--- src/sv/ptrm_pkg.sv ---
package ptrm_pkg;

    localparam int HISTORY_LEN_DEF = 32;

    localparam int PROB_W  = 8;
    localparam int COUNT_W = 6;

    localparam int APB_AW = 3;
    localparam int APB_DW = 32;

    localparam logic [PROB_W-1:0] CUTOFF_RESET = 8'd128;

    // register index, taken from paddr[2]
    localparam logic REG_CUTOFF = 1'b0;

    typedef enum logic [1:0] {
        ST_IDLE,
        ST_SCAN,
        ST_FINISH
    } t_state;

    typedef struct packed {
        logic clear;
        logic take;
    } t_fold_ctl;

endpackage

--- src/sv/ptrm_ram.sv ---
module ptrm_ram #(
    parameter int WIDTH = 8,
    parameter int DEPTH = 32
) (
    input  logic                     i_clk,
    input  logic                     i_we,
    input  logic [$clog2(DEPTH)-1:0] i_waddr,
    input  logic [WIDTH-1:0]         i_wdata,
    input  logic                     i_re,
    input  logic [$clog2(DEPTH)-1:0] i_raddr,
    output logic [WIDTH-1:0]         o_rdata
);

    logic [WIDTH-1:0] r_mem [DEPTH];
    logic [WIDTH-1:0] r_rdata;

    always_ff @(posedge i_clk) begin
        if (i_we) begin
            r_mem[i_waddr] <= i_wdata;
        end
        if (i_re) begin
            r_rdata <= r_mem[i_raddr];
        end
    end

    assign o_rdata = r_rdata;

endmodule

--- src/sv/ptrm_fold.sv ---
module ptrm_fold #(
    parameter int CW = 6
) (
    input  logic                       i_clk,
    input  ptrm_pkg::t_fold_ctl        i_ctl,
    input  logic [ptrm_pkg::PROB_W-1:0] i_data,
    input  logic [ptrm_pkg::PROB_W-1:0] i_cutoff,
    output logic [CW-1:0]              o_active,
    output logic [ptrm_pkg::PROB_W-1:0] o_peak,
    output logic [ptrm_pkg::PROB_W-1:0] o_rise
);

    import ptrm_pkg::*;

    logic [CW-1:0]     r_active, n_active;
    logic [PROB_W-1:0] r_peak, n_peak;
    logic [PROB_W-1:0] r_run_min, n_run_min;
    logic [PROB_W-1:0] r_trough, n_trough;
    logic [PROB_W-1:0] w_min;

    // trough is the running minimum captured each time a strictly higher peak shows up
    always_comb begin
        w_min     = (i_data < r_run_min) ? i_data : r_run_min;
        n_active  = r_active;
        n_peak    = r_peak;
        n_run_min = r_run_min;
        n_trough  = r_trough;
        if (i_ctl.clear) begin
            n_active  = '0;
            n_peak    = '0;
            n_run_min = '1;
            n_trough  = '0;
        end else if (i_ctl.take) begin
            n_run_min = w_min;
            if (i_data >= i_cutoff) begin
                n_active = r_active + CW'(1);
            end
            if (i_data > r_peak) begin
                n_peak   = i_data;
                n_trough = w_min;
            end
        end
    end

    always_ff @(posedge i_clk) begin
        r_active  <= n_active;
        r_peak    <= n_peak;
        r_run_min <= n_run_min;
        r_trough  <= n_trough;
    end

    assign o_active = r_active;
    assign o_peak   = r_peak;
    assign o_rise   = r_peak - r_trough;

endmodule

--- src/sv/probability_trace_rise_metrics.sv ---
// channel   | dir | tdata (low bit up)                               | tuser
// ----------+-----+--------------------------------------------------+-------
// i_s_*     | in  | probability[7:0]                                 | -
// o_m_*     | out | fill_count, active_count, peak_value, climb_sc.  | stored
// APB       | in  | active_cutoff at byte address 0                  | -
//
// An item goes through these steps: accept, one history read per held entry
// through the single RAM read port, the fold of each read as its data returns,
// the close of the walk, and the load of the output.
// Reset (synchronous, active low) empties the history and sets active_cutoff to 128.
// Input is taken only while idle; a finished result waits in the output register
// and the next item can be accepted meanwhile. Its own result then waits for the slot.
module probability_trace_rise_metrics #(
    parameter int HISTORY_LEN = ptrm_pkg::HISTORY_LEN_DEF
) (
    input  logic                         i_clk,
    input  logic                         i_rst_n,

    input  logic                         i_s_tvalid,
    output logic                         o_s_tready,
    input  logic [7:0]                   i_s_tdata,   // [7:0] probability

    output logic                         o_m_tvalid,
    input  logic                         i_m_tready,
    output logic [31:0]                  o_m_tdata,   // [5:0] fill_count, [11:6] active_count,
                                                      // [19:12] peak_value, [27:20] climb_score
    output logic                         o_m_tuser,   // [0] stored

    input  logic                         psel,
    input  logic                         penable,
    input  logic                         pwrite,
    input  logic [ptrm_pkg::APB_AW-1:0]  paddr,
    input  logic [ptrm_pkg::APB_DW-1:0]  pwdata,
    output logic [ptrm_pkg::APB_DW-1:0]  prdata,
    output logic                         pready
);

    import ptrm_pkg::*;

    localparam int AW = $clog2(HISTORY_LEN);
    localparam int CW = $clog2(HISTORY_LEN + 1);

    t_state r_state, n_state;

    logic [PROB_W-1:0] r_cutoff;
    logic [AW-1:0]     r_wp, n_wp;
    logic [CW-1:0]     r_count, n_count;
    logic [PROB_W-1:0] r_last;
    logic              r_keep;
    logic [AW-1:0]     r_rd_addr;
    logic [CW-1:0]     r_issued;
    logic              r_dv;

    logic              r_out_valid;
    logic              r_out_stored;
    logic [COUNT_W-1:0] r_out_fill;
    logic [COUNT_W-1:0] r_out_active;
    logic [PROB_W-1:0] r_out_peak;
    logic [PROB_W-1:0] r_out_rise;

    logic              w_accept;
    logic              w_keep;
    logic              w_issue;
    logic              w_scan_done;
    logic              w_load_out;
    logic              w_cfg_wr;
    t_fold_ctl         w_fold;
    logic [PROB_W-1:0] w_rdata;
    logic [CW-1:0]     w_active;
    logic [PROB_W-1:0] w_peak;
    logic [PROB_W-1:0] w_rise;

    // configuration
    assign pready   = 1'b1;
    assign w_cfg_wr = psel && penable && pwrite && (paddr[2] == REG_CUTOFF);
    assign prdata   = (paddr[2] == REG_CUTOFF) ? {{(APB_DW-PROB_W){1'b0}}, r_cutoff} : '0;

    always_ff @(posedge i_clk) begin
        if (!i_rst_n) begin
            r_cutoff <= CUTOFF_RESET;
        end else if (w_cfg_wr) begin
            r_cutoff <= pwdata[PROB_W-1:0];
        end
    end

    // history update
    assign w_accept = i_s_tvalid && o_s_tready;
    // a zero after a stored zero is dropped
    assign w_keep   = (i_s_tdata != '0) || (r_count == '0) || (r_last != '0);

    always_comb begin
        n_wp    = r_wp;
        n_count = r_count;
        if (w_keep) begin
            n_wp = (r_wp == AW'(HISTORY_LEN - 1)) ? '0 : r_wp + AW'(1);
            if (r_count != CW'(HISTORY_LEN)) begin
                n_count = r_count + CW'(1);
            end
        end
    end

    always_ff @(posedge i_clk) begin
        if (!i_rst_n) begin
            r_wp    <= '0;
            r_count <= '0;
        end else if (w_accept) begin
            r_wp    <= n_wp;
            r_count <= n_count;
        end
    end

    always_ff @(posedge i_clk) begin
        if (w_accept) begin
            r_keep <= w_keep;
            if (w_keep) begin
                r_last <= i_s_tdata;
            end
        end
    end

    assign w_scan_done = !w_issue && !r_dv;

    // next state
    always_comb begin
        n_state = r_state;
        case (r_state)
            ST_IDLE: begin
                if (w_accept) begin
                    n_state = ST_SCAN;
                end
            end
            ST_SCAN: begin
                if (w_scan_done) begin
                    n_state = ST_FINISH;
                end
            end
            ST_FINISH: begin
                if (!r_out_valid || i_m_tready) begin
                    n_state = ST_IDLE;
                end
            end
            default: n_state = ST_IDLE;
        endcase
    end

    // state outputs
    always_comb begin
        o_s_tready = 1'b0;
        w_fold     = '0;
        w_issue    = 1'b0;
        w_load_out = 1'b0;
        case (r_state)
            ST_IDLE: begin
                o_s_tready  = 1'b1;
                w_fold.clear = i_s_tvalid;
            end
            ST_SCAN: begin
                w_issue     = (r_issued != r_count);
                w_fold.take = r_dv;
            end
            ST_FINISH: begin
                w_load_out = !r_out_valid || i_m_tready;
            end
            default: begin
                o_s_tready = 1'b0;
            end
        endcase
    end

    always_ff @(posedge i_clk) begin
        if (!i_rst_n) begin
            r_state <= ST_IDLE;
            r_dv    <= 1'b0;
        end else begin
            r_state <= n_state;
            r_dv    <= w_issue;
        end
    end

    // read walk, oldest entry first; before the ring wraps the oldest sits at slot 0
    always_ff @(posedge i_clk) begin
        if (w_accept) begin
            r_rd_addr <= (n_count == CW'(HISTORY_LEN)) ? n_wp : '0;
            r_issued  <= '0;
        end else if (w_issue) begin
            r_rd_addr <= (r_rd_addr == AW'(HISTORY_LEN - 1)) ? '0 : r_rd_addr + AW'(1);
            r_issued  <= r_issued + CW'(1);
        end
    end

    ptrm_ram #(
        .WIDTH (PROB_W),
        .DEPTH (HISTORY_LEN)
    ) u_ram (
        .i_clk   (i_clk),
        .i_we    (w_accept && w_keep),
        .i_waddr (r_wp),
        .i_wdata (i_s_tdata),
        .i_re    (w_issue),
        .i_raddr (r_rd_addr),
        .o_rdata (w_rdata)
    );

    ptrm_fold #(
        .CW (CW)
    ) u_fold (
        .i_clk    (i_clk),
        .i_ctl    (w_fold),
        .i_data   (w_rdata),
        .i_cutoff (r_cutoff),
        .o_active (w_active),
        .o_peak   (w_peak),
        .o_rise   (w_rise)
    );

    // output register
    always_ff @(posedge i_clk) begin
        if (!i_rst_n) begin
            r_out_valid <= 1'b0;
        end else if (w_load_out) begin
            r_out_valid <= 1'b1;
        end else if (i_m_tready) begin
            r_out_valid <= 1'b0;
        end
    end

    always_ff @(posedge i_clk) begin
        if (w_load_out) begin
            r_out_stored <= r_keep;
            r_out_fill   <= COUNT_W'(r_count);
            r_out_active <= COUNT_W'(w_active);
            r_out_peak   <= w_peak;
            r_out_rise   <= w_rise;
        end
    end

    assign o_m_tvalid = r_out_valid;
    assign o_m_tuser  = r_out_stored;
    assign o_m_tdata  = {4'b0, r_out_rise, r_out_peak, r_out_active, r_out_fill};

    property p_fill_tracks_wp;
        @(posedge i_clk) disable iff (!i_rst_n)
        (r_count != CW'(HISTORY_LEN)) |-> (r_wp == AW'(r_count));
    endproperty
    a_fill_tracks_wp: assert property (p_fill_tracks_wp)
        else $error("write pointer out of step with fill count before wrap");

    property p_issue_bound;
        @(posedge i_clk) disable iff (!i_rst_n)
        (r_state == ST_SCAN) |-> (r_issued <= r_count);
    endproperty
    a_issue_bound: assert property (p_issue_bound)
        else $error("history walk read past the held entries");

    property p_take_in_scan;
        @(posedge i_clk) disable iff (!i_rst_n)
        r_dv |-> (r_state == ST_SCAN);
    endproperty
    a_take_in_scan: assert property (p_take_in_scan)
        else $error("read data returned outside the scan");

    property p_scan_end;
        @(posedge i_clk) disable iff (!i_rst_n)
        (r_state == ST_SCAN && w_scan_done) |=> (r_state == ST_FINISH);
    endproperty
    a_scan_end: assert property (p_scan_end)
        else $error("scan did not finish after the last read");

    property p_count_nonzero;
        @(posedge i_clk) disable iff (!i_rst_n)
        (r_state == ST_FINISH) |-> (r_count != '0);
    endproperty
    a_count_nonzero: assert property (p_count_nonzero)
        else $error("result formed over an empty history");

endmodule

--- config.mk ---
export PLATFORM = sky130hd
export DESIGN_NAME = probability_trace_rise_metrics
export DESIGN_NICKNAME = d
export VERILOG_FILES = /design/src/sv/ptrm_pkg.sv /design/src/sv/ptrm_ram.sv /design/src/sv/ptrm_fold.sv /design/src/sv/probability_trace_rise_metrics.sv
export SDC_FILE = /design/constraint.sdc
export NUM_CORES = 1
export LEC_CHECK = 0
export ABC_AREA = 1
export BUFFER_PORTS_ARGS = -buffer_cell sky130_fd_sc_hd__buf_2
export CORE_MARGIN = 2
export CORE_UTILIZATION = 35
export DETAILED_ROUTE_END_ITERATION = 8
export SYNTH_ARGS = -nofsm -noshare
export SYNTH_HDL_FRONTEND = slang
export SYNTH_SLANG_ARGS = --single-unit
--- constraint.sdc ---
create_clock -name i_clk -period 2.8 [get_ports i_clk]
set_input_delay 0.14 -clock i_clk [delete_from_list [all_inputs] [get_ports i_clk]]
set_output_delay 0.14 -clock i_clk [all_outputs]
set_load 0.1 [all_outputs]
======== Word-level counts from Yosys, hierarchy flattened ========
Memory sizes are Yosys's and may differ from the RTL's. A register that Yosys moved wholly into a read port is not among the register bits.
Cells that the tools add are included.
cells by class
  reductions and logical operators ........ 22
  eq/ne operators ......................... 10
  $add $sub $neg .......................... 6
  bitwise operators ....................... 1
  order comparisons ....................... 3
  muxes and demuxes ....................... 23
operators by type and width
  cell                 number
  $mux 5               6
  $add 6x1->6 const B  3
  $mux 8               2
  $reduce_bool 8->1    2
  $mux 6               2
  $add 5x1->5 const B  2
  $eq 5x5->1 const B   2
  $mux 1               9
  $ge 8x8->1           1
  $gt 8x8->1           1
  $lt 8x8->1           1
  $sub 8x8->8          1
  $eq 6x6->1 const B   1
  $logic_and 1x1->1    6
  $logic_not 6->1      1
  $mux 2               3
  $ne 2x2->1 const B   3
  $ne 6x6->1           1
  $ne 6x6->1 const B   1
  $pmux 2 s3           1
  $reduce_and 2->1     3
  $reduce_bool 2->1    2
  $logic_not 1->1      3
  $logic_or 1x1->1     3
  5 further kinds      5
storage, ports and cells
  register bits after elaboration ......... 102
  output and inout port bits .............. 68
  memories kept ........................... 1
  memory bits (writable) .................. 256
  word-level logic and storage cells ...... 85
  input port bits ......................... 50
memories
  memory       words  bits a word  read ports  clocked after memory_dff  write ports  line            text
  u_ram.r_mem  32     8            1           1                         1            ptrm_ram.sv:14  logic [WIDTH-1:0] r_mem [DEPTH];

======== Depth between registers and ports, before layout ========
  depth in word-level cells ............... 7
  depth in mapped cells ................... 13
  depth with buffers taken out ............ 13

======== Modules after synthesis ========
Synthesis repeated with hierarchy kept, for this count alone.
unflattened totals
  cells, all modules ...................... 1618
  area total of the unflattened synthesis .. 16577.1 µm²
modules (own cells, without submodules)
  module                          seq. area each (µm²)  times used  cells an instance  area each (µm²)
  ptrm_ram                        7927.6                1           922                10866.7
  probability_trace_rise_metrics  1871.8                1           371                3459.6
  ptrm_fold                       600.6                 1           325                2250.9

======== Worst setup path after synthesis ========
OpenSTA, ideal clock, no wires.
  kind .................................... reg2reg
  start point ............................. register r_state[1]
  end point ............................... memory u_ram.r_mem[16][0], enable pin
  stages on the path, launching flop included .. 8
  data required time ...................... 2.430 ns
  library setup time ...................... 0.370 ns
  clock period less this slack ............ 2.880 ns
  data arrival time ....................... 2.510 ns
  path slack .............................. -0.080 ns
  path buffers ............................ 0
  cell sequence ........................... dfxtp_1 nor2_2 nand2_2 inv_2 nand2_1 inv_2 nand2_2 nor2_1
on the way
  word-level cells in the longest chain between the ends .. 6
ends and longest elaborated chain
  what                          line                                   text
  start: declaration            probability_trace_rise_metrics.sv:43   t_state r_state, n_state;
  start signal: assignment      probability_trace_rise_metrics.sv:175  r_state <= n_state;
  $logic_not 2->1               probability_trace_rise_metrics.sv:152  case (r_state)
  $mux 1                        probability_trace_rise_metrics.sv:152
  net o_s_tready                probability_trace_rise_metrics.sv:20   output logic o_s_tready,
  $logic_and 1x1->1             probability_trace_rise_metrics.sv:87   assign w_accept = i_s_tvalid && o_s_tready;
  $logic_and 1x1->1             probability_trace_rise_metrics.sv:196  .i_we (w_accept && w_keep),
  net u_ram.i_we                ptrm_ram.sv:6                          input logic i_we,
  $mux 1                        ptrm_ram.sv:18                         if (i_we) begin
  $mux 1 (not written as such)  ptrm_ram.sv:19                         r_mem[i_waddr] <= i_wdata;
  end: declaration              ptrm_ram.sv:14
The timed path passes the listed nets, and every way through them passes these cells.

======== Worst setup path in the final report ========
  start point ............................. register r_count[0]
  end point ............................... memory u_ram.r_mem[0][1], enable pin
on the way
  word-level cells in the longest chain between the ends .. 6
ends and longest elaborated chain
  what                           line                                   text
  start: declaration             probability_trace_rise_metrics.sv:47   logic [CW-1:0] r_count, n_count;
  start signal: assignment       probability_trace_rise_metrics.sv:108  r_count <= n_count;
  $logic_not 6->1                probability_trace_rise_metrics.sv:89   assign w_keep = (i_s_tdata != '0) || (r_count == '0) || (r_last != '0);
  $logic_or 1x1->1 (2 in a row)  probability_trace_rise_metrics.sv:89
  $logic_and 1x1->1              probability_trace_rise_metrics.sv:196
  net u_ram.i_we                 ptrm_ram.sv:6
  $mux 1                         ptrm_ram.sv:18
  $mux 1 (not written as such)   ptrm_ram.sv:19
The timed path passes the listed nets, and every way through them passes these cells.

==> run_results.csv <==
group,metric,value,unit
critical_path,reg2reg_slack,0.44,ns
logic_synthesis,yosysTopAreaCell,"edfxtp_1",
global_routing,grt_pass1_wl,57200,um
final_layout,syn2layout_area_growth,15.3,%
logic_synthesis,synthMuxAreaShare,0.0149,
logic_synthesis,synth_ff_type,"edfxtp_1",
clock_tree,cts_root_buf,"clkbuf_16",
timing,setup_viol,0,
logic_synthesis,synth_common_cells,"edfxtp_1 (307), nand2_1 (303), nor2_1 (128), a21oi_1 (113), o21ai_0 (100)",
critical_path,r2r_cells,9,
timing,finalSetupTns,0,ns
logic_synthesis,ys_seq_area_frac,0.647,
timing,rsz0062_at_grt,"false",
logic_synthesis,synth_area_leaders,"edfxtp_1 (57%), dfxtp_1 (7.3%), nand2_1 (7.1%)",
clock_tree,cts.sinks,366,
logic_synthesis,synth_top_family_by_area,"simple AND/OR/NAND/NOR gates",
clock_tree,insertion_delay,0.54,ns
critical_path,cp_max_fo,8,
critical_path,r2r_start,"r_count[0]$_SDFFE_PN0P_",
timing,timing.final.ws_setup,0.443,ns
detailed_routing,wirelength,36500,um
clock_tree,cts_buffer_depth,3,
timing,fin_crit,2.36,ns
floorplanning,pin_count,118,
detailed_routing,routed.top_layer,"met4",
detailed_routing,wl_met2,16600,um
timing,final_hold_viol_count,0,
floorplanning,row_count,78,
logic_synthesis,ys_async_sr_fraction,0,
floorplanning,dieArea,47700,um2
global_routing,grt_max_degree,83,
logic_synthesis,synth_edf_count,307,
critical_path,end_kind,"register",
global_routing,grt_use_total,0.153,
logic_synthesis,synth_cells,1470,
logic_synthesis,mappedNetlistArea,16100,um2
logic_synthesis,synth_xor_area_frac,0.0103,
timing,skew,0.0142,ns
final_layout,fillerInstances,4338,
logic_synthesis,synth_fa_ha_area_frac,0.0331,
detailed_routing,drc,0,
logic_synthesis,ys_warn_count,0,
critical_path,worst_ep_arrival_time,2.61,ns
final_layout,final_nets,1673,
final_layout,layout-drive-gt1-share,0.126,
final_layout,final_cell_area,18500,um2
logic_synthesis,synth_seq_cells,366,
logic_synthesis,yosys.cell_types.count,45,
floorplanning,core_area,45400,um2
logic_synthesis,synth_compound_area_frac,0.0930,
floorplanning,start_util,0.354,
critical_path,r2r_end,"u_ram.r_mem[0][1]$_DFFE_PP_",
global_routing,grt_pass1_vias,10331,
detailed_routing,met1Wirelength,16900,um
placement,port_buffers,62,
clock_tree,clk_pin_slew_worst_paths,0.07,ns
detailed_routing,antenna_left,0,
placement,gp_congestion,0.821,
power_and_ir_drop,power,14.5,mW
detailed_routing,num_vias,10732,
clock_tree,cts_buffers,38,
min_path,worstHoldStart,"i_s_tvalid",
critical_path,crit_type,"reg -> reg",
placement,hpwl,23400,um
global_routing,antenna_found_initial,0,
timing,slew_viol_final,0,
placement,postPlaceCellArea,17200,um2
min_path,whs_path_depth,3,
final_layout,multi_input_area,4850,um2
detailed_routing,wire_per_inst,16.5,um
critical_path,crit_path_top_delay_cell,"dfxtp_1",
run,maxCapViolations,0,
critical_path,slowest_delay,0.39,ns
timing,max_freq,0.424,GHz
power_and_ir_drop,peakVddDrop,0.554,mV
final_layout,antenna_cells,0,
critical_path,worst_setup_path_start_kind,"register",
detailed_routing,met3_length,2120,um
power_and_ir_drop,powerDensity,782,nW/um2
detailed_routing,drt_iter0_drc,735,
logic_synthesis,synth.most_common_cell,"edfxtp_1",
placement,pre_cts_slack,0.441,ns
run_status,status,"completed",
min_path,hold_class,"in -> reg",
floorplanning,die_h,218,um
logic_synthesis,yosys.area.top_type_share,0.573,
final_layout,fin_cells,2210,
placement,post-place-cells,2124,
clock_tree,cts_tree,"yes",
logic_synthesis,synth.avg_cell_area,10.9,um2
timing,fin_crit_sh,0.842,
final_layout,regArea,10400,um2
global_routing,gr-total-overflow,0,
timing,tightest_slew,0.734,ns
min_path,min_to,"r_keep$_DFFE_PP_",
power_and_ir_drop,power.leakage,7.13,nW
critical_path,path_buf_inv,3,
logic_synthesis,synthSimpleGateAreaFrac,0.143,
clock_tree,cts-htree-levels,2,
detailed_routing,vias_per_cell,4.86,
timing,timing.slew.headroom,0.510,
critical_path,crit_chain,"inv_1, ha_1, nand4_4, nand3_4, nand2_1, inv_2, nand2_2, nor2_1, buf_4",
critical_path,path_delay_family,"simple AND/OR/NAND/NOR gates",
critical_path,critical_path_required,3.05,ns
floorplanning,die_x,218,um
detailed_routing,dr.pass1.iters,7,
layout make-up:
class | count | share of cell area
Sequential cell | 366 | 0.561
Multi-Input combinational cell | 932 | 0.262
Clock buffer | 55 | 0.0569
Timing Repair Buffer | 136 | 0.0524
Tap cell | 600 | 0.0405
Inverter | 107 | 0.0217
Clock inverter | 14 | 0.00607
worst max path at each step:
stage          slack (ns)                      endpoint                     from  cells past startpoint
4_1_cts              0.42   u_ram.r_mem[0][4]$_DFFE_PP_  r_count[0]$_SDFFE_PN0P_                      9
3_5_place_dp         0.44   u_ram.r_mem[0][0]$_DFFE_PP_  r_count[0]$_SDFFE_PN0P_                      9
5_1_grt              0.26   u_ram.r_mem[0][4]$_DFFE_PP_  r_count[0]$_SDFFE_PN0P_                      9
2_1_floorplan        0.30  u_ram.r_mem[16][0]$_DFFE_PP_  r_state[1]$_SDFFE_PN0P_                      7
6_report             0.44   u_ram.r_mem[0][1]$_DFFE_PP_  r_count[0]$_SDFFE_PN0P_                      9
3_3_place_gp         0.50   u_ram.r_mem[0][0]$_DFFE_PP_  r_count[0]$_SDFFE_PN0P_                      9
stage by stage:
step / hold slack (ns) / utilization
floorplan: 0.239 / -
global placement: 0.364 / 0.379
detailed placement: 0.367 / 0.379
CTS: 0.0894 / 0.409
global route: 0.122 / 0.409
finish: 0.109 / 0.409
kinds of logic (layout without fill, tap and decap cells):
group	count (synthesis)	count (layout)
other cells	2	29
buf+inv	199	312
fa+ha+maj	42	42
mux	24	24
flops	366	366
simple gates	543	543
xor+xnor	19	19
compound gates	275	275
timing repair:
item	4_1_cts	5_1_grt
resized for setup	0	0
buffers inserted	0	0
hold endpoints to repair	14	0
hold buffers	17	0
cells in the final DEF, fill, tap and decap left out, drive strengths merged:
master and count:
nand2 310, edfxtp 307, nor2 138, buf 119
a21oi 114, inv 109, o21ai 100, nand3 70
dfxtp 59, clkbuf 55, ha 41, o22ai 32
conb 29, mux2i 24, dlygate4sd3 17, nand4 14
xor2 12, clkinv 11, a211oi 10, o211ai 9
xnor2 7, nor3 6, o21a 5, a21o 2
or2 2, a31oi 1, a21boi 1, o21bai 1
and3 1, nor4 1, nand3b 1, fa 1
bufinv 1
per-layer routing:
layer | GRT usage | up-vias
met2 | 0.246 | 300
met3 | 0.0303 | 61
met5 | 0 | -
li1 | - | 5280
met4 | 0.0424 | 0
met1 | 0.212 | 5091
flip-flops by register name, indices dropped and copies added, names as in the netlist, 2 cells and up:
| name | count |
|---|---|
| r_last | 8 |
| r_state | 2 |
| r_out_fill | 6 |
| u_fold.o_peak | 8 |
| u_fold.r_trough | 8 |
| r_rd_addr | 5 |
| r_out_active | 6 |
| r_out_rise | 8 |
| u_fold.r_run_min | 8 |
| u_fold.o_active | 6 |
| r_wp | 5 |
| u_ram.o_rdata | 8 |
| r_count | 6 |
| r_cutoff | 8 |
| r_issued | 6 |
| r_out_peak | 8 |
| u_ram.r_mem | 256 |
tightest hold or removal path, delay by kind of cell:
family	cells	cell delay [ns]
buffers and inverters	2	0.22
and+or+nand+nor	1	0.07
report_power, final:
group	switching, mW	leakage [nW]	internal, mW
Sequential	0.167	3.26	6.15
Clock	2.05	0.571	2.74
Combinational	2.41	3.30	0.983
(Power assumes the default switching activity.)
